## src/rtl/core/tpid_pkg.sv

```systemverilog
// ----------------------------------------------------------------------------
// tpid_pkg
// Shared types and codes of the triggered PID controller pipeline.
// ----------------------------------------------------------------------------
package tpid_pkg;

  localparam logic [1:0] OP_UPDATE = 2'd0;
  localparam logic [1:0] OP_TOGGLE = 2'd1;
  localparam logic [1:0] OP_REINIT = 2'd2;

  localparam logic [1:0] CFG_BASELINE = 2'd0;
  localparam logic [1:0] CFG_GAIN_P   = 2'd1;
  localparam logic [1:0] CFG_GAIN_I   = 2'd2;
  localparam logic [1:0] CFG_GAIN_D   = 2'd3;

  typedef enum logic [1:0] {
    KIND_HOLD,
    KIND_LOAD,
    KIND_PID
  } tpid_kind_e;

  typedef struct packed {
    logic [1:0]         op;
    logic signed [23:0] target;
    logic signed [23:0] measured;
  } tpid_in_t;

  typedef struct packed {
    tpid_kind_e         kind;
    logic               enabled;
    logic signed [24:0] err;
    logic signed [39:0] isum;
    logic signed [25:0] derr;
  } tpid_err_t;

  typedef struct packed {
    tpid_kind_e         kind;
    logic               enabled;
    logic signed [48:0] prod_p;
    logic signed [43:0] prod_ihi;
    logic signed [44:0] prod_ilo;
    logic signed [49:0] prod_d;
  } tpid_prod_t;

endpackage

```

## src/rtl/core/tpid_output.sv

```systemverilog
// ----------------------------------------------------------------------------
// tpid_output
// Round and sum the terms with the baseline, saturate, and hold the controller output; reinit loads the baseline.
// ----------------------------------------------------------------------------
module tpid_output (
  input  logic                 clk_i,
  input  logic                 rst_ni,
  input  logic                 in_valid_i,
  output logic                 in_ready_o,
  input  tpid_pkg::tpid_prod_t in_i,
  input  logic signed [31:0]   baseline_i,
  output logic                 out_valid_o,
  input  logic                 out_ready_i,
  output logic signed [31:0]   drive_value_o,
  output logic                 enabled_o
);

  logic               valid_q;
  logic signed [31:0] held_q, held_d;
  logic               enabled_q;
  logic               fire;

  logic signed [49:0] p_round;
  logic signed [64:0] i_full;
  logic signed [64:0] i_round;
  logic signed [50:0] d_round;
  logic signed [50:0] total;
  logic signed [31:0] total_sat;

  assign in_ready_o = !valid_q || out_ready_i;
  assign fire       = in_valid_i && in_ready_o;

  always_comb begin
    p_round = {in_i.prod_p[48], in_i.prod_p} + 50'sd32768;
    i_full  = {in_i.prod_ihi[43], in_i.prod_ihi, 20'd0}
            + {{20{in_i.prod_ilo[44]}}, in_i.prod_ilo};
    i_round = i_full + 65'sd32768;
    d_round = {in_i.prod_d[49], in_i.prod_d} + 51'sd32768;
    total   = {{19{baseline_i[31]}}, baseline_i}
            + {{17{p_round[49]}}, p_round[49:16]}
            + {{2{i_round[64]}}, i_round[64:16]}
            + {{16{d_round[50]}}, d_round[50:16]};
    if (total[50:31] != {20{total[50]}}) begin
      total_sat = total[50] ? {1'b1, 31'd0} : {1'b0, {31{1'b1}}};
    end else begin
      total_sat = total[31:0];
    end
  end

  always_comb begin
    unique case (in_i.kind)
      tpid_pkg::KIND_PID:  held_d = total_sat;
      tpid_pkg::KIND_LOAD: held_d = baseline_i;
      default:             held_d = held_q;
    endcase
  end

  always_ff @(posedge clk_i or negedge rst_ni) begin
    if (!rst_ni) begin
      valid_q   <= 1'b0;
      held_q    <= '0;
      enabled_q <= 1'b1;
    end else begin
      if (in_ready_o) begin
        valid_q <= in_valid_i;
      end
      if (fire) begin
        held_q    <= held_d;
        enabled_q <= in_i.enabled;
      end
    end
  end

  assign out_valid_o   = valid_q;
  assign drive_value_o = held_q;
  assign enabled_o     = enabled_q;

  a_hold_keeps: assert property (@(posedge clk_i) disable iff (!rst_ni)
    (fire && in_i.kind == tpid_pkg::KIND_HOLD) |=> $stable(held_q))
    else $error("hold transaction changed output");

  a_load_baseline: assert property (@(posedge clk_i) disable iff (!rst_ni)
    (fire && in_i.kind == tpid_pkg::KIND_LOAD) |=> (held_q == $past(baseline_i)))
    else $error("reinit did not load baseline");

endmodule

```

## config.mk

```make
export PLATFORM = sky130hd
export DESIGN_NAME = tpid_output
export DESIGN_NICKNAME = d
export VERILOG_FILES = /design/src/rtl/core/tpid_pkg.sv /design/src/rtl/core/tpid_output.sv
export SDC_FILE = /design/constraint.sdc
export NUM_CORES = 1
export LEC_CHECK = 0
export ABC_CLOCK_PERIOD_IN_PS = 3350
export BUFFER_PORTS_ARGS = -buffer_cell sky130_fd_sc_hd__clkbuf_2
export CAP_MARGIN = 40
export CORE_UTILIZATION = 30
export DETAILED_ROUTE_END_ITERATION = 10
export PLACE_DENSITY_LB_ADDON = 0.1
export SETUP_SLACK_MARGIN = 0.3
export SKIP_CTS_REPAIR_TIMING = 1
export SYNTH_ARGS = -nofsm -noshare
export SYNTH_HDL_FRONTEND = slang
export SYNTH_SLANG_ARGS = --single-unit
```

## constraint.sdc

```tcl
create_clock -name clk_i -period 3.35 [get_ports clk_i]
set_clock_uncertainty 0.05 [all_clocks]
set_input_delay 0.1675 -clock clk_i [delete_from_list [all_inputs] [get_ports clk_i]]
set_output_delay 0.1675 -clock clk_i [all_outputs]
set_load 0.05 [all_outputs]
```

==> results of run 1 <==
==> area by class of cell <==
type	count	area, um^2
diodes	1	2.502
inverters	184	694.4
repair buffers	696	4916
flip-flops and latches	34	852.1
fillers	3661	18990
multi-input cells	1128	10330
well taps	468	585.6
clock buffers	8	146.4
==> metal layers <==
| layer | global-route usage | up-vias | wire [um] |
|---|---|---|---|
| met1 | 0.2918 | 5635 | 19650 |
| met2 | 0.3423 | 203 | 17860 |
| met4 | 0.02469 | 0 | 358 |
| li1 | - | 6169 | - |
| met5 | 0 | - | 0 |
| met3 | 0.02204 | 29 | 1059 |
==> flip-flops by register name, summed over array words and instances, names as in the netlist <==
name           count
out_valid_o        1
enabled_o          1
drive_value_o     32
==> worst max-delay path, delay by kind of cell <==
family                   cells  cell delay, ps
XOR/XNOR                     1             250
AO/OA/AOI/OAI               14            2780
adder cells (fa/ha/maj)      4            1420
buffers and inverters        9            1210
AND/OR/NAND/NOR              5             860
==> power by group <==
| group | internal [mW] | switching (mW) |
|---|---|---|
| Clock | 0.297 | 0.192 |
| Combinational | 5.78 | 6.61 |
| Sequential | 0.610 | 0.152 |
==> cell families after synthesis <==
group,Yosys count,share of synthesized area
mux,6,0.006084
compound gates,384,0.2503
buf+inv,221,0.08225
fa+ha+maj,197,0.2889
xor+xnor,145,0.1144
simple gates,396,0.1814
flops,34,0.07673
==> placed cells by master, fill, tap and decap left out, drive strengths merged, types with 42 or more instances in the layout <==
master	n
buf	480
clkbuf	223
inv	183
nand2	112
fa	99
ha	98
o21ai	90
a21oi	87
xnor2	76
nor2	75
xor2	69
a21o	54
nand3	44
a211oi	42
==> path summary, 6_finish.rpt <==
| kind | startpoint | endpoint | slack (ps) |
|---|---|---|---|
| setup / recovery | in_i[76] | drive_value_o[6] | -3230 |
| hold / removal | in_valid_i | out_valid_o | 40 |
| setup reg to reg | out_valid_o | drive_value_o[10] | 1360 |
| hold reg to reg | drive_value_o[31] | drive_value_o[31] | 480 |
| max in group asynchronous | rst_ni | drive_value_o[25] | 2390 |
| min in group asynchronous | rst_ni | drive_value_o[10] | 370 |
==> metrics.md, run 1 <==
| Metric | Value |
|---|---|
| Async SR Flop Fraction | 1.000 |
| GP Congestion | approximately 0.86 |
| Tightest Hold Check Type | input port to flop |
| Clk Latency, worst-skew pair | ~290 ps |
| Sequential share of the synthesized area | 0.07673 |
| CP Launch Type | input port |
| Layout cell share with drive strength beyond 1 | 0.4361 |
| Grt ovf | 0 |
| Setup TNS | -102000 ps |
| Max_cap viols | 0 |
| Slew @ Worst Pin | 610.2 ps |
| Critical-path maximum fanout | 6 |
| DP HPWL | 34730 um |
| Post-Syn Nets | between 1500 and 2000 |
| Detailed Route WL | approximately 39000 um |
| # setup viols final | 32 |
| Area grow syn2layout | 57.87% |
| Via count of the first global-routing pass | roughly 12000 |
| Most frequent cell after synthesis | inv_1 |
| Clock slew at reported path FFs | 60 ps |
| CTS max path bufs | 2 |
| Critical Path Sink Type | flop |
| Status | complete, but fails checks |
| Die area | about 38000 um^2 |
| Total track usage | 0.2052 |
| Cells after DPL | about 2500 |
| Pre-CTS setup slack | -4102 ps |
| Initial antenna violation count | 0 |
| Area post-placement | 16500 um^2 |
| Tot Pwr | 13.63 mW |
| Leakage | around 8.5 nW |
| Top cell types by occurrence after synthesis | 184 x inv_1, 111 x nand2_1, 99 x fa_1, 98 x ha_1, 86 x o21ai_0 |
| Cell Area, Synth | about 11000 um^2 |
| Synth Warn # | 0 |
| Max Freq | roughly 150 MHz |
| Wirelength per Cell | 15.45 um |
| Slowest cell delay on critical path | about 500 ps |
| Number of enable flip-flop cells after synthesis | 0 |
| Power Dens Cells | around 800 nW/um^2 |
| PortBufs | between 200 and 250 |
| Share of Yosys cell area claimed by the top area cell type | 0.1785 |
| Worst setup margin | -3225 ps |
| Width of the die | 194.4 um |
| Fin util | 0.4800 |
| Synth top area cells | fa_1 18%, ha_1 11%, dfrtp_1 7.4%, inv_1 6.2%, xnor2_1 6.0% |
| Post-synthesis register bit count | 34 |
| Pin count of the biggest net entering global routing | 42 |
| CTS tree | done |
| Post-Syn Area per Cell | approximately 8.0 um^2 |
| Worst IR drop on VDD | roughly 0.38 mV |
| Main synth FF type | dfrtp_1 |
| DRC | 0 |
| Final net count | between 2000 and 2500 |
| Synth unique cells | 77 |
| Initial core utilization | 0.3040 |
| CTS H-tree lvls | 2 |
| Num CTS Buffers | 5 |
| Worst Path Required | 3470 ps |
| First-pass GRT wire length | 62650 um |
| Tmin final | 6575 ps |
| Cells after Synth | 1383 |
| Via/cell ratio | around 4.8 |
| Cell taking the most area after synthesis | fa_1 |
| Worst-case reg-to-reg path depth | 7 |
| Final non-filler cell area | 17530 um^2 |
| Share of the clock period used by the worst path | 1.963 |
| Worst path slowest cell | fa_1 |
| Hold depth | 2 |
| Clock root cell | clkbuf_16 |
| First-pass iteration count of the detailed router | 5 |
| Finished Layout Cells | between 2000 and 3000 |
| Site Rows | 70 |
| Slew Viols, Final | 0 |
| WS Path Type | input port to flop |
| Die height | 194.4 um |
| Core ar. | between 30000 and 40000 um^2 |
| Violated checks | negative setup slack |
| CP arrival | about 6700 ps |
| Hold slack | between 40 and 50 ps |
| Drt first-iter violations | between 400 and 500 |
| Slew headroom | 0.5922 |
| Antenna Violating Nets Remaining | 0 |
| Via count | 12040 |
| Final Hold Fails | 0 |
| # clock sinks | 34 |
| Top-level I/O count | about 260 |
| RSZ-0062 raised after global routing | true |
Note: power is estimated with default switching activity, not from simulation.
==> inputs of run 2 (changes only) <==
CTS_CLUSTER_SIZE = 12   (was unset)
PLACE_DENSITY_LB_ADDON = unset   (was 0.1)
==> run 2 against run 1 <==
The run still ends with negative setup slack left; sequential power increased by 0.7%; sequential share of layout area increased by 0.064 points; worst hold slack improved by 14 ps; non-clock buffer count shrank 6; worst setup slack got worse by 150 ps; register-to-register slack gained 90 ps; design area decreased by 1.3%; first-iteration DRC count rose by 27%; routed wire length decreased by 1.4%; clock-buffer cell count shrank 1; final cell count decreased by 0.28%; die area is the same; highest routed layer unchanged.
==> metrics.md, run 2 (synthesis results as in run 1) <==
| Metric | Value |
|---|---|
| Reg2Reg Capture Point | drive_value_o[19] (was drive_value_o[10]) |
| Clk Latency, worst-skew pair | 280 ps (was 290 ps) |
| Worst-case reg-to-reg path depth | 7 (unchanged) |
| Hold depth | 2 (unchanged) |
| Leakage | 8.475 nW (was 8.530 nW) |
| Final Hold Fails | 0 (unchanged) |
| Via count of the first global-routing pass | 12380 (was 12220) |
| Site Rows | 70 (unchanged) |
| Cells after DPL | 2488 (was 2493) |
| Hold Startpoint | in_valid_i (unchanged) |
| Commonest non-fill, non-tap cell in the layout | buf_4 (unchanged) |
| Slowest cell delay on critical path | 600 ps (was 500 ps) |
| Critical Path Sink Type | flop (unchanged) |
| Slew headroom | 0.6012 (was 0.5922) |
| Most frequent cells in the layout | 454 x buf_4, 213 x clkbuf_2, 178 x inv_1 (was 456 x buf_4, 214 x clkbuf_2, 176 x inv_1) |
| Top-level I/O count | 262 (unchanged) |
| Reg-to-reg startpoint | out_valid_o (unchanged) |
| Antenna Violating Nets Remaining | 0 (unchanged) |
| Share of the clock period used by the worst path | 2.008 (was 1.963) |
| DP HPWL | 33420 um (was 34730 um) |
| Status | complete, but fails checks (unchanged) |
| Max_cap viols | 0 (unchanged) |
| Detailed Route WL | 38380 um (was 38930 um) |
| Final net count | 2467 (was 2473) |
| Via count | 12290 (was 12040) |
| CP Launch Type | input port (unchanged) |
| Layout fillers | 3576 (was 3661) |
| Drt first-iter violations | 524 (was 411) |
| Met2 WL post-DR | 17950 um (was 17860 um) |
| Num CTS Buffers | 5 (unchanged) |
| # clock sinks | 34 (unchanged) |
| Tmin final | 6726 ps (was 6575 ps) |
| Grt ovf | 0 (unchanged) |
| Power Dens Cells | 769.5 nW/um^2 (was 777.7 nW/um^2) |
| CP arrival | 6830 ps (was 6690 ps) |
| Area grow syn2layout | 55.81% (was 57.87%) |
| # setup viols final | 32 (unchanged) |
| Met3 WL | 1225 um (was 1059 um) |
| First-pass GRT wire length | 61670 um (was 62650 um) |
| WS Path Type | input port to flop (unchanged) |
| Wirelength per Cell | 15.28 um (was 15.45 um) |
| Critical-path maximum fanout | 8 (was 6) |
| Setup slack, reg-to-reg | 1450 ps (was 1360 ps) |
| Layout cell share with drive strength beyond 1 | 0.4261 (was 0.4361) |
| Finished Layout Cells | 2512 (was 2519) |
| Width of the die | 194.4 um (unchanged) |
| Die area | 37790 um^2 (unchanged) |
| Top Metal Used | met4 (unchanged) |
| Slew Viols, Final | 0 (unchanged) |
| PortBufs | 216 (unchanged) |
| GP Congestion | 0.9320 (was 0.8589) |
| Tightest Hold Check Type | input port to flop (unchanged) |
| Total track usage | 0.1995 (was 0.2052) |
| Initial antenna violation count | 0 (unchanged) |
| CTS H-tree lvls | 2 (unchanged) |
| Max FFs per register | 32 (unchanged) |
| First-pass iteration count of the detailed router | 6 (was 5) |
| Initial core utilization | 0.3040 (unchanged) |
| CTS tree | done (unchanged) |
| Violated checks | negative setup slack (unchanged) |
| Hold slack | 57.66 ps (was 43.57 ps) |
| Worst Path Required | 3450 ps (was 3470 ps) |
| Clock root cell | clkbuf_16 (unchanged) |
| Die height | 194.4 um (unchanged) |
| DRC | 0 (unchanged) |
| Pin count of the biggest net entering global routing | 64 (was 42) |
| Clock slew at reported path FFs | 60 ps (about the same) |
| Pre-CTS setup slack | -3890 ps (was -4102 ps) |
| Met1 wire length | 18660 um (was 19650 um) |
| Antenna diodes | 0 (was 1) |
| CTS max path bufs | 2 (unchanged) |
| Max Freq | 148.7 MHz (was 152.1 MHz) |
| Worst path slowest cell | or4b_4 (was fa_1) |
| Area post-placement | 16460 um^2 (was 16500 um^2) |
| Slew @ Worst Pin | 598.3 ps (was 610.2 ps) |
| Via/cell ratio | 4.891 (was 4.778) |
| CP most frequent cell | a21o_1 |
| Fin util | 0.4737 (was 0.4800) |
| Worst setup margin | -3376 ps (was -3225 ps) |
| Core ar. | 36520 um^2 (unchanged) |
| Final non-filler cell area | 17300 um^2 (was 17530 um^2) |
| RSZ-0062 raised after global routing | true (unchanged) |
| Hold endpoint | out_valid_o (unchanged) |
| Worst IR drop on VDD | 0.3018 mV (was 0.3840 mV) |
run 2: cell types whose count changed in the layout (fill, tap and decap cells not counted), moves of 3 or more:
cell / before / now
a211oi_2: 31 / 35
a21oi_4: 8 / 5
ha_2: 5 / 2
buf_12: 11 / 8
ha_1: 68 / 73
o21ai_0: 71 / 68
a211oi_4: 4 / 1
run 2: final cells by class:
type                    instances  area (um^2)  area share
flip-flops and latches         34        852.1     0.04925
clock inverters                 1        5.005   0.0002893
multi-input cells            1128        10180      0.5883
inverters                     184        694.4     0.04014
well taps                     468        585.6     0.03384
repair buffers                690         4843      0.2799
clock buffers                   7        142.6    0.008244
run 2: critical path, delay by kind of cell:
family | cells | cell delay, ps
AOI/OAI and AO/OA | 15 | 2460
xor gates and xnor gates | 1 | 100
adders and majority gates | 4 | 1570
buffers and inverters | 9 | 1140
and+or+nand+nor | 5 | 1380
run 2: routing by layer:
| layer | up-vias | track usage |
|---|---|---|
| met5 | - | 0 |
| met3 | 36 | 0.01388 |
| li1 | 6162 | - |
| met4 | 0 | 0.04056 |
| met2 | 267 | 0.3348 |
| met1 | 5822 | 0.2805 |
run 2: through the flow:
step / TNS [ps] / total power, mW
after global placement: -119900 / 12.01
after floorplan: -90810 / 7.658
after global routing: -115940 / 14.49
final: -106530 / 13.31
after detailed placement: -123590 / 12.11
after CTS: -115020 / 12.66
run 2: where the power goes:
group | internal [mW] | switching [mW]
Sequential | 0.610 | 0.158
Clock | 0.295 | 0.185
Combinational | 5.62 | 6.45
run 2: how the worst max path moves through the flow:
stage / slack (ps) / cells past startpoint / start / endpoint
2_1_floorplan: -2860 / 28 / in_i[94] / drive_value_o[29]
3_3_place_gp: -3770 / 32 / in_i[81] / drive_value_o[2]
3_5_place_dp: -3890 / 32 / in_i[81] / drive_value_o[25]
4_1_cts: -3620 / 32 / in_i[81] / drive_value_o[9]
5_1_grt: -3680 / 36 / in_i[74] / drive_value_o[29]
6_report: -3380 / 34 / in_i[76] / drive_value_o[9]
