`config.mk`:
```
export PLATFORM = sky130hd
export DESIGN_NAME = tpid_integrator
export DESIGN_NICKNAME = d
export VERILOG_FILES = /design/src/rtl/core/tpid_pkg.sv /design/src/rtl/core/tpid_integrator.sv
export SDC_FILE = /design/constraint.sdc
export NUM_CORES = 1
export LEC_CHECK = 0
export BUFFER_PORTS_ARGS = -buffer_cell sky130_fd_sc_hd__buf_2
export CAP_MARGIN = 25
export CORE_MARGIN = 1
export CORE_UTILIZATION = 59
export DETAILED_ROUTE_END_ITERATION = 16
export GPL_ROUTABILITY_DRIVEN = 0
export PLACE_DENSITY = 0.82
export SLEW_MARGIN = 20
export SYNTH_ARGS = -nofsm -noshare
export SYNTH_HDL_FRONTEND = slang
export SYNTH_SLANG_ARGS = --single-unit
```
`constraint.sdc`:
```
create_clock -name clk_i -period 7.3 [get_ports clk_i]
set_input_delay 0.73 -clock clk_i [delete_from_list [all_inputs] [get_ports clk_i]]
set_output_delay 0.73 -clock clk_i [all_outputs]
set_load 0.05 [all_outputs]
```
`src/rtl/core/tpid_pkg.sv`:
```
// ----------------------------------------------------------------------------
// tpid_pkg
// Shared types and codes of the triggered PID controller pipeline.
// ----------------------------------------------------------------------------
package tpid_pkg;

  localparam logic [1:0] OP_UPDATE = 2'd0;
  localparam logic [1:0] OP_TOGGLE = 2'd1;
  localparam logic [1:0] OP_REINIT = 2'd2;

  localparam logic [1:0] CFG_BASELINE = 2'd0;
  localparam logic [1:0] CFG_GAIN_P   = 2'd1;
  localparam logic [1:0] CFG_GAIN_I   = 2'd2;
  localparam logic [1:0] CFG_GAIN_D   = 2'd3;

  typedef enum logic [1:0] {
    KIND_HOLD,
    KIND_LOAD,
    KIND_PID
  } tpid_kind_e;

  typedef struct packed {
    logic [1:0]         op;
    logic signed [23:0] target;
    logic signed [23:0] measured;
  } tpid_in_t;

  typedef struct packed {
    tpid_kind_e         kind;
    logic               enabled;
    logic signed [24:0] err;
    logic signed [39:0] isum;
    logic signed [25:0] derr;
  } tpid_err_t;

  typedef struct packed {
    tpid_kind_e         kind;
    logic               enabled;
    logic signed [48:0] prod_p;
    logic signed [43:0] prod_ihi;
    logic signed [44:0] prod_ilo;
    logic signed [49:0] prod_d;
  } tpid_prod_t;

endpackage

```
`src/rtl/core/tpid_integrator.sv`:
```
// ----------------------------------------------------------------------------
// tpid_integrator
// Error, saturating integrator, derivative and enable flag; one stage.
// ----------------------------------------------------------------------------
module tpid_integrator (
  input  logic                clk_i,
  input  logic                rst_ni,
  input  logic                in_valid_i,
  output logic                in_ready_o,
  input  tpid_pkg::tpid_in_t  in_i,
  output logic                out_valid_o,
  input  logic                out_ready_i,
  output tpid_pkg::tpid_err_t out_o
);

  logic signed [39:0] integ_q, integ_d;
  logic signed [24:0] prev_err_q, prev_err_d;
  logic               flag_q, flag_d;
  logic               valid_q;
  tpid_pkg::tpid_err_t stage_q, stage_d;

  logic               fire;
  logic signed [24:0] err;
  logic signed [40:0] isum_raw;
  logic signed [39:0] isum;
  logic signed [25:0] derr;

  assign in_ready_o = !valid_q || out_ready_i;
  assign fire       = in_valid_i && in_ready_o;

  always_comb begin
    err      = {in_i.target[23], in_i.target} - {in_i.measured[23], in_i.measured};
    isum_raw = {integ_q[39], integ_q} + {{16{err[24]}}, err};
    if (isum_raw[40] != isum_raw[39]) begin
      isum = isum_raw[40] ? {1'b1, 39'd0} : {1'b0, {39{1'b1}}};
    end else begin
      isum = isum_raw[39:0];
    end
    derr = {err[24], err} - {prev_err_q[24], prev_err_q};
  end

  always_comb begin
    integ_d        = integ_q;
    prev_err_d     = prev_err_q;
    flag_d         = flag_q;
    stage_d.kind   = tpid_pkg::KIND_HOLD;
    stage_d.err    = err;
    stage_d.isum   = isum;
    stage_d.derr   = derr;
    unique case (in_i.op)
      tpid_pkg::OP_UPDATE: begin
        if (flag_q) begin
          stage_d.kind = tpid_pkg::KIND_PID;
          integ_d      = isum;
          prev_err_d   = err;
        end
      end
      tpid_pkg::OP_TOGGLE: begin
        flag_d = !flag_q;
      end
      tpid_pkg::OP_REINIT: begin
        stage_d.kind = tpid_pkg::KIND_LOAD;
        integ_d      = '0;
        prev_err_d   = '0;
        flag_d       = 1'b1;
      end
      default: begin
      end
    endcase
    stage_d.enabled = flag_d;
  end

  always_ff @(posedge clk_i or negedge rst_ni) begin
    if (!rst_ni) begin
      integ_q    <= '0;
      prev_err_q <= '0;
      flag_q     <= 1'b1;
      valid_q    <= 1'b0;
    end else begin
      if (fire) begin
        integ_q    <= integ_d;
        prev_err_q <= prev_err_d;
        flag_q     <= flag_d;
      end
      if (in_ready_o) begin
        valid_q <= in_valid_i;
      end
    end
  end

  always_ff @(posedge clk_i) begin
    if (fire) begin
      stage_q <= stage_d;
    end
  end

  assign out_valid_o = valid_q;
  assign out_o       = stage_q;

  a_reinit_clears: assert property (@(posedge clk_i) disable iff (!rst_ni)
    (fire && in_i.op == tpid_pkg::OP_REINIT) |=>
    (integ_q == '0 && prev_err_q == '0 && flag_q))
    else $error("reinit left integrator state");

  a_toggle_flips: assert property (@(posedge clk_i) disable iff (!rst_ni)
    (fire && in_i.op == tpid_pkg::OP_TOGGLE) |=> (flag_q != $past(flag_q)))
    else $error("toggle did not flip enable");

  a_frozen_update: assert property (@(posedge clk_i) disable iff (!rst_ni)
    (fire && in_i.op == tpid_pkg::OP_UPDATE && !flag_q) |=>
    ($stable(integ_q) && $stable(prev_err_q)))
    else $error("disabled update changed state");

endmodule

```
==> results of run 1 <==
kinds of logic (layout without fill, tap and decap cells):
logic type,count (synthesis),count (layout),share of synthesized area
adders and majority gates,104,104,0.125
muxes,3,3,0.00288
DFF,161,161,0.431
and+or+nand+nor,283,283,0.123
AOI/OAI and AO/OA,326,326,0.210
buffers and inverters,111,270,0.0422
xor gates and xnor gates,77,77,0.0653
final cells by class:
cell class | count | area, um^2
fill | 1327 | 5300
clock buffer | 20 | 457
clock inverter | 12 | 108
tap | 225 | 282
inverter | 77 | 289
sequential | 161 | 4500
timing repair buffer | 161 | 836
multi-input combinational | 793 | 5530
cells in the mapped netlist, types with 4 or more instances:
cell                       number  share of area
sky130_fd_sc_hd__a211oi_1       4         0.0029
sky130_fd_sc_hd__a21o_1        47          0.034
sky130_fd_sc_hd__a21oi_1       70          0.034
sky130_fd_sc_hd__a22o_1        28          0.023
sky130_fd_sc_hd__a31oi_1       11         0.0066
sky130_fd_sc_hd__and3_1         6         0.0036
sky130_fd_sc_hd__buf_2         10         0.0048
sky130_fd_sc_hd__clkbuf_1      22         0.0079
sky130_fd_sc_hd__dfrtp_1       66           0.16
sky130_fd_sc_hd__edfxtp_1      94           0.27
sky130_fd_sc_hd__ha_1          94           0.11
sky130_fd_sc_hd__inv_1         77          0.028
sky130_fd_sc_hd__maj3_1         6         0.0058
sky130_fd_sc_hd__nand2_1       87          0.031
sky130_fd_sc_hd__nand2b_1      12         0.0072
sky130_fd_sc_hd__nand3_1       12         0.0058
sky130_fd_sc_hd__nand4_1       12         0.0072
sky130_fd_sc_hd__nor2_1       105          0.038
sky130_fd_sc_hd__nor2b_1       13         0.0078
sky130_fd_sc_hd__nor3_1        13         0.0062
sky130_fd_sc_hd__o211ai_1      10         0.0072
sky130_fd_sc_hd__o21a_1        10         0.0072
sky130_fd_sc_hd__o21ai_0       51          0.024
sky130_fd_sc_hd__o21ai_1       30          0.014
sky130_fd_sc_hd__o21bai_1      19          0.014
sky130_fd_sc_hd__o31ai_1        7         0.0050
sky130_fd_sc_hd__xnor2_1       50          0.042
sky130_fd_sc_hd__xor2_1        26          0.022
state kept, by name (all words and copies together) (netlist names):
| name | count |
|---|---|
| integ_q | 40 |
| out_valid_o | 1 |
| flag_q | 1 |
| prev_err_q | 25 |
| out_o | 94 |
worst max path at each step:
stage / startpoint / endpoint
after global routing: in_i[24] / integ_q[35]
after CTS: in_i[24] / integ_q[4]
final: in_i[24] / integ_q[36]
after global placement: in_i[24] / integ_q[35]
after floorplan: in_i[2] / out_o[63]
after detailed placement: in_i[2] / integ_q[36]
power by group:
| group | leakage (nW) | switching (mW) | total (mW) | internal [mW] |
|---|---|---|---|---|
| Sequential | 1.75 | 0.144 | 1.60 | 1.45 |
| Clock | 0.275 | 0.358 | 0.845 | 0.487 |
| Combinational | 3.55 | 2.31 | 3.48 | 1.17 |
| Total | 5.58 | 2.82 | 5.93 | 3.11 |
worst max-delay path, delay by kind of cell:
| family | cells | cell delay, ps |
|---|---|---|
| and+or+nand+nor | 3 | 380 |
| buffers and inverters | 4 | 820 |
| AOI/OAI and AO/OA | 13 | 3130 |
| muxes | 1 | 640 |
| adders and majority gates | 3 | 770 |
metrics by stage:
stage	utilization	cell area [um^2]
floorplan	-	10400
global placement	0.661	11400
detailed placement	0.661	11400
CTS	0.694	12000
global route	0.694	12000
finish	0.694	12000
metal layers:
layer,vias to the layer above,track usage
met4,0,0.0999
met1,3964,0.352
li1,4131,-
met2,280,0.465
met3,45,0.0462
met5,-,0
==> run summary, run 1 <==
The flow ran to the end, and the final reports show no timing, DRC or antenna violations. The H-tree depth was 4; the total grt overflow was 0. The largest driver fanout on the critical path is 20. Layout overhead on the synthesized area: 14.9%. The path depth of the worst reg2reg path came out at 12.

In this run, placement finished with an instance count of 1417. Net count after synthesis: 1216. The mapped netlist covers 10400 um^2.

The proportion of register bits with asynchronous set or reset after synthesis works out to 0.416. The endpoint identified for the worst register-to-register timing path is integ_q[4]. The highest clock rate was 163 MHz; the average instance area after synthesis was 9.80 um^2. The length of the first detailed-routing pass in iterations was 6. The die is 135 um wide. The number of hold buffers added after CTS was 0. For the endpoint arrival time on the critical path, the log shows 6500 ps. The clock insertion delay at the later pin of the skew report was 430 ps.

The all-layer global routing usage was 0.274; the pin count of the biggest net entering global routing was 71. The run gives 1160 ps as the setup slack of the critical path after layout. The root buffer selected by CTS was sky130_fd_sc_hd__clkbuf_16. The type of element capturing the critical path is a flop. The required time of the critical path is 7660 ps, and the routed length per placed instance is 16.6 um.

The pre-CTS worst setup slack was 843 ps. The detailed placer's ending HPWL is 17.6 mm, and the count of routing violations after the opening detailed-route iteration is 627. The logs give 0 for the number of failing setup endpoints in the final timing report and 1362 for the number of nets at the end of the flow.

The number of synthesized flops with an enable pin is 94, and the remaining max-slew budget at the tightest pin is 0.412. The initial cell density of the core came out at 0.604. TritonCTS created 17 clock buffers. Share of synthesized area occupied by flip-flops and latches: 0.431. For the initial antenna violation count, the log shows 0. Across the run, the number of max-cap violations was 0. STA classifies the critical path startpoint as an input pin. The highest routed metal layer was met4. Area enclosed by the die boundary: 18200 um^2.

After detailed routing, the total wire length is 24.1 mm. The detailed router put a total of 10.6 mm of wire on met1. Setup repair after global routing left no endpoint under its margin. The ratio of cells with drive above 1 in the final layout is 0.178, and the number of vias in the routed layout is 8420. The post-CTS resize count is 0.

The worst setup path is of the in2reg kind. Final hold analysis gives a worst-case slack of 482 ps. 150 I/O pins were placed. Number of antenna diodes: 0. Most common library cell in the layout ignoring fill and taps: sky130_fd_sc_hd__buf_2. The final clock period utilization by the worst path was 0.841.

The run gives 0 as the number of max-slew violations in the final report. Counting every sink on the clock net gives 161. Excluding fillers, the count of instances in the completed layout stands at 1449. For the pin with the worst max-slew slack, the measured transition is 882 ps.

The detail-routed via count per cell is 5.81, and the post-detailed-route DRC marker count is 0. Overall power consumption after layout is estimated at 5.93 mW. Leaving out fill and tap cells, the most frequent cells in the layout are sky130_fd_sc_hd__buf_2 (149), sky130_fd_sc_hd__nor2_1 (104), sky130_fd_sc_hd__ha_1 (94), sky130_fd_sc_hd__edfxtp_1 (94), sky130_fd_sc_hd__nand2_1 (87). After routing, the total negative slack on setup checks comes to 0 ps. The standard cell core area came out at 17300 um^2. The via count of the first global-routing pass was 8085; the number of register bits inferred by synthesis was 161. The detail route stage leaves a number of antenna-violating nets equal to 0. The worst hold path class was reg2reg. The worst reg-to-reg setup slack was 3590 ps; the worst supply voltage drop on vdd was 0.297 mV. The wire length on met3 was 1.34 mm; the power density of the placed cells was 494 nW/um^2. The tools report the met2 wire length as 11.6 mm. Counting distinct cell types in the post-synthesis netlist gives 73. The post-layout minimum cycle time is 6140 ps. The die span in y was 135 um. TritonCTS built the clock tree.

The first global-routing pass estimated 38.9 mm of wire. The critical-path cell with the highest stage delay is sky130_fd_sc_hd__mux2i_2. The startpoint identified for the worst register-to-register timing path is integ_q[0]. The run gives 0 as the setup fix buffers added after clock tree synthesis.

The cell count after synthesis is 1065, and the clock-pin slew on the worst setup and hold paths is 60 ps. The critical path goes through buf_2 -> inv_1 -> ha_1 -> fa_1 -> nor2b_1 -> o21a_1 -> o21ai_1 -> a31oi_1 -> a31o_2 -> o41ai_4 -> o21ai_0 -> a221oi_2 -> buf_4 -> ha_1 -> a21oi_4 -> o21ai_1 -> a21o_1 -> and3b_1 -> a2111o_1 -> nor2_4 -> mux2i_2 -> buf_4 -> o21bai_1 -> a22o_1. The maximum cell stage delay along the critical path is 640 ps, and the final number of hold-violating endpoints is 0. Across the routed clock network, the largest skew measured is 8.46 ps. The placement row count was 48; the count of input and output buffers was 149. Yosys printed 0 warnings. The startpoint of the worst hold path was prev_err_q[1]. Summed over all cells, the static leakage comes to 5.58 nW. The hold-critical path endpoint is prev_err_q[1]. The clock tree buffer depth was 2; the number of instances on the worst hold path was 2.

Among all flip-flop cells after synthesis, the most frequent one is sky130_fd_sc_hd__edfxtp_1.
(Power assumes the default switching activity.)
==> inputs of run 2 (changes only) <==
Settings changed: ABC_AREA set to 1, PLACE_DENSITY 0.82 to 0.81.
Clock period 7.3 ns to 6.3 ns, I/O delays scaled along.
==> run summary, run 2 <==
The run gives 0.384 as the remaining max-slew budget at the tightest pin. The run gives 4500 um^2 as the sequential standard cell area. The layout overhead on the synthesized area is 14.0%. The die is 141 um wide. Synthesis instantiated 43 different standard cells from the library. Synthesis produced a netlist whose cell count is 1452.

Before antenna repair, the detailed router went through 8 iterations. The total overflow left after global routing is 0. In this run the worst path has a maximum fanout of 20. The later pin in the worst-skew pair is clocked with a latency of 440 ps. After clock tree synthesis, the clock-pin slew on the worst setup and hold paths is 60 ps. The flow ran to the end, and the final reports show no timing, DRC or antenna violations.

The number of setup buffers added after CTS is 0. The type of element capturing the critical path was a flop. The commonest cells after synthesis are sky130_fd_sc_hd__nand2_1 (461), sky130_fd_sc_hd__inv_1 (180), sky130_fd_sc_hd__nor2_1 (109), sky130_fd_sc_hd__a21oi_1 (97). The multi-input gate area in the final layout was 6040 um^2; the total of hold buffers inserted after clock tree synthesis was 0. Among all cell types in the netlist, the one instantiated most often is sky130_fd_sc_hd__nand2_1.

Post-route cell area: 12900 um^2. The tools report the count of routing violations after the opening detailed-route iteration as 965. The cell area after technology mapping is 11300 um^2, and the simple-gate share of the synthesized area is 0.260. In the final routed layout, each cell accounts on average for 15.6 um.

Launch point of the critical path: in_i[0]. The smallest clock period supported by the final layout is computed as 5100 ps. The run gives 0 as the number of max-slew violations in the final report. The library cell used most frequently in the layout, excluding fill and tap cells, is sky130_fd_sc_hd__nand2_1. Across the run, the number of max-cap violations was 0.

The H-tree was split into 4 levels. The tools report the number of vias in the routed layout as 10400. The required time of the critical path was 6440 ps; the clock tree buffer depth was 2. Yosys mapped a number of flops with a built-in enable equal to 94. Setup violations remaining at the end of the flow were counted as 0.

The first global-routing pass estimated 46.9 mm of wire. The count of input and output buffers was 149. The average instance area after synthesis works out to 7.81 um^2.

Measured in cells, the most critical reg-to-reg path has a length of 15. The placement row count came out at 50. Fill cells in the final layout number 1518. In this run, synthesis produced a sequential element count of 161. Summed over all nets, the switching power comes to 4.03 mW.

Cell internal power was estimated by the tool at 3.74 mW. Clock skew on the completed layout was measured at 8.90 ps. In this run the critical register-to-register path is captured at out_o[46]. The highest clock rate is 196 MHz, and the proportion of register bits with asynchronous set or reset after synthesis is 0.416. The proportion of total power due to net switching was 0.518. Summed over all instances, the cell type with the most area after synthesis is sky130_fd_sc_hd__edfxtp_1. At the pin with the least slew margin, the transition time is 923 ps.

Counting every net in the synthesized netlist gives 1603. Setup repair after global routing left no endpoint under its margin. Clock tree synthesis found a total of 161 sinks. The final clock period utilization by the worst path came out at 0.810. For the endpoint arrival time on the critical path, the log shows 5250 ps.

The share of synthesized area occupied by flip-flops and latches was 0.397; the fraction of power consumed by combinational cells was 0.619. Detailed placement ended at an HPWL of 21.7 mm. The run gives 0 as the number of antenna diodes. Setup total negative slack on the finished layout was measured at 0 ps. After synthesis, the largest family of logic cells by area is simple AND/OR/NAND/NOR gates.

The die covers 19800 um^2. The logs give 0.301 for the all-layer global routing usage and 0 for the final number of hold-violating endpoints. Clock tree synthesis selected as its root buffer the cell sky130_fd_sc_hd__clkbuf_16.

The tightest min-delay check is of the in2async type. The xor and xnor area share after synthesis is 0.0517, and the multiplexer share of the synthesized area is 0. The tools report the worst reg-to-reg setup slack as 3050 ps. The area share of the largest cell type after synthesis is 0.249, and the number of warnings reported in the yosys synthesis log is 0. The standard cell core area came out at 18800 um^2. VDD sags by at most 0.358 mV. The count of nets left with antenna violations once routing finished came out at 0. In this run the static leakage power is 6.57 nW.

The startpoint identified for the worst register-to-register timing path is integ_q[0]. The compound-gate portion of the synthesized area is 0.111, and the TritonCTS buffer count is 17. In this run the worst setup path terminates at out_o[46]. The logs give 28.9 mm for the overall routed net length and 0 for the initial antenna violation count. The total cell area at the placement stage was 12300 um^2; the clock network power share was 0.136. The kind of critical path is in2reg. TritonCTS built the clock tree. The adder-cell share of the synthesized area was 0.109; the power density of the placed cells was 600 nW/um^2. Entering global routing, the biggest net connects 68 pins. The ratio of cells with drive above 1 in the final layout is 0.152, and the die span in y is 141 um. The initial cell density of the core came out at 0.604.

STA classifies the critical path startpoint as an input pin. In this run, post-CTS repair resized a total of 0 instances. Dividing the detail-routed via count by the number of cells gives 5.61. In the final design database the tool counted 1761 nets. The run gives 9682 as the via count of the first global-routing pass. The number of flip-flops in the largest register is 94. In this run the count of I/O pins placed on the die edge is 150.

In the routed design, unresolved DRC markers number 0. Dominant register cell in the synthesized netlist: sky130_fd_sc_hd__edfxtp_1. The library cells used most frequently in the layout, excluding fill and tap cells, are sky130_fd_sc_hd__nand2_1 (461), sky130_fd_sc_hd__inv_1 (179), sky130_fd_sc_hd__buf_2 (149). The power share of the sequential group came out at 0.245.

In the post-synthesis netlist, the biggest area contributors are sky130_fd_sc_hd__edfxtp_1 (25%), sky130_fd_sc_hd__nand2_1 (15%), sky130_fd_sc_hd__dfrtp_1 (15%), sky130_fd_sc_hd__ha_1 (10%), sky130_fd_sc_hd__inv_1 (6.0%).
[run 2: cell types whose count changed after synthesis, moves of 21 or more]
cell / change
sky130_fd_sc_hd__nand2_1: +374
sky130_fd_sc_hd__inv_1: +103
sky130_fd_sc_hd__nand3_1: +40
sky130_fd_sc_hd__a21o_1: -37
sky130_fd_sc_hd__xnor2_1: -30
sky130_fd_sc_hd__a22o_1: -28
sky130_fd_sc_hd__a21oi_1: +27
sky130_fd_sc_hd__o21ai_1: -27
sky130_fd_sc_hd__o21ai_0: +22
sky130_fd_sc_hd__xor2_1: +21
[run 2: routing by layer]
layer  vias up  wire length [um]  GRT usage  share of wire
li1       5077                 -          -              -
met1      4736             13000      0.425           0.45
met2       521             12500      0.461           0.43
met3        79              2520     0.0533          0.087
met4         0               903      0.122          0.031
met5         -                 0          0              0
[run 2: cell families after synthesis]
logic type | count (synthesis)
XOR/XNOR | 67
buffers and inverters | 202
AND/OR/NAND/NOR | 700
adder cells (fa/ha/maj) | 97
AO/OA/AOI/OAI | 225
flip-flops | 161
[run 2: stage by stage]
step / hold slack, ps / util / setup WS, ps / std cells / power (mW)
global placement: 468 / 0.658 / 1020 / 1825 / 6.54
finish: 411 / 0.689 / 1200 / 1857 / 7.77
floorplan: 334 / - / 1530 / 1452 / 5.64
detailed placement: 474 / 0.658 / 880 / 1825 / 6.60
CTS: 448 / 0.689 / 1320 / 1857 / 7.71
global route: 494 / 0.689 / 841 / 1857 / 8.31
[run 2: layout make-up]
cell class              instances  area share
clock inverters                14      0.0129
clock buffers                  18      0.0332
inverters                     182      0.0529
well taps                     234      0.0226
repair buffers                159      0.0634
flip-flops and latches        161       0.348
multi-input cells            1089       0.467
[run 2: worst min-delay path by stage]
stage          slack (ps)  cells after the start      startpoint              to
6_report              410                      2          rst_ni     integ_q[27]
5_1_grt               490                      2          rst_ni     integ_q[24]
4_1_cts               450                      2          rst_ni     integ_q[28]
3_5_place_dp          470                      2  prev_err_q[12]  prev_err_q[12]
3_3_place_gp          470                      2  prev_err_q[12]  prev_err_q[12]
2_1_floorplan         330                      0          rst_ni      integ_q[0]
[run 2: power groups by stage]
stage	sequential (mW)	combinational, mW	clock [mW]
floorplan	2.74	2.90	0
global placement	1.92	4.62	0
detailed placement	1.91	4.69	0
CTS	1.91	4.74	1.06
global route	1.94	5.27	1.10
finish	1.91	4.81	1.05
[run 2: critical path: stages]
cell	delay, ps
sky130_fd_sc_hd__buf_2	100
sky130_fd_sc_hd__ha_1	240
sky130_fd_sc_hd__fa_1	420
sky130_fd_sc_hd__o21ai_1	220
sky130_fd_sc_hd__a21oi_1	170
sky130_fd_sc_hd__o21ai_1	260
sky130_fd_sc_hd__nand2_1	80
sky130_fd_sc_hd__nand2_1	160
sky130_fd_sc_hd__nand2_1	70
sky130_fd_sc_hd__nand2_1	80
sky130_fd_sc_hd__nor2_1	50
sky130_fd_sc_hd__nor2_1	140
sky130_fd_sc_hd__buf_4	300
sky130_fd_sc_hd__ha_1	330
sky130_fd_sc_hd__a21oi_1	220
sky130_fd_sc_hd__o21ai_0	150
sky130_fd_sc_hd__nand2_1	80
sky130_fd_sc_hd__nand2_1	40
sky130_fd_sc_hd__a21oi_1	320
sky130_fd_sc_hd__nand2_2	100
sky130_fd_sc_hd__nand2_1	80
sky130_fd_sc_hd__nand2_2	70
sky130_fd_sc_hd__nor2_1	500
sky130_fd_sc_hd__buf_4	310
sky130_fd_sc_hd__o21ai_2	90
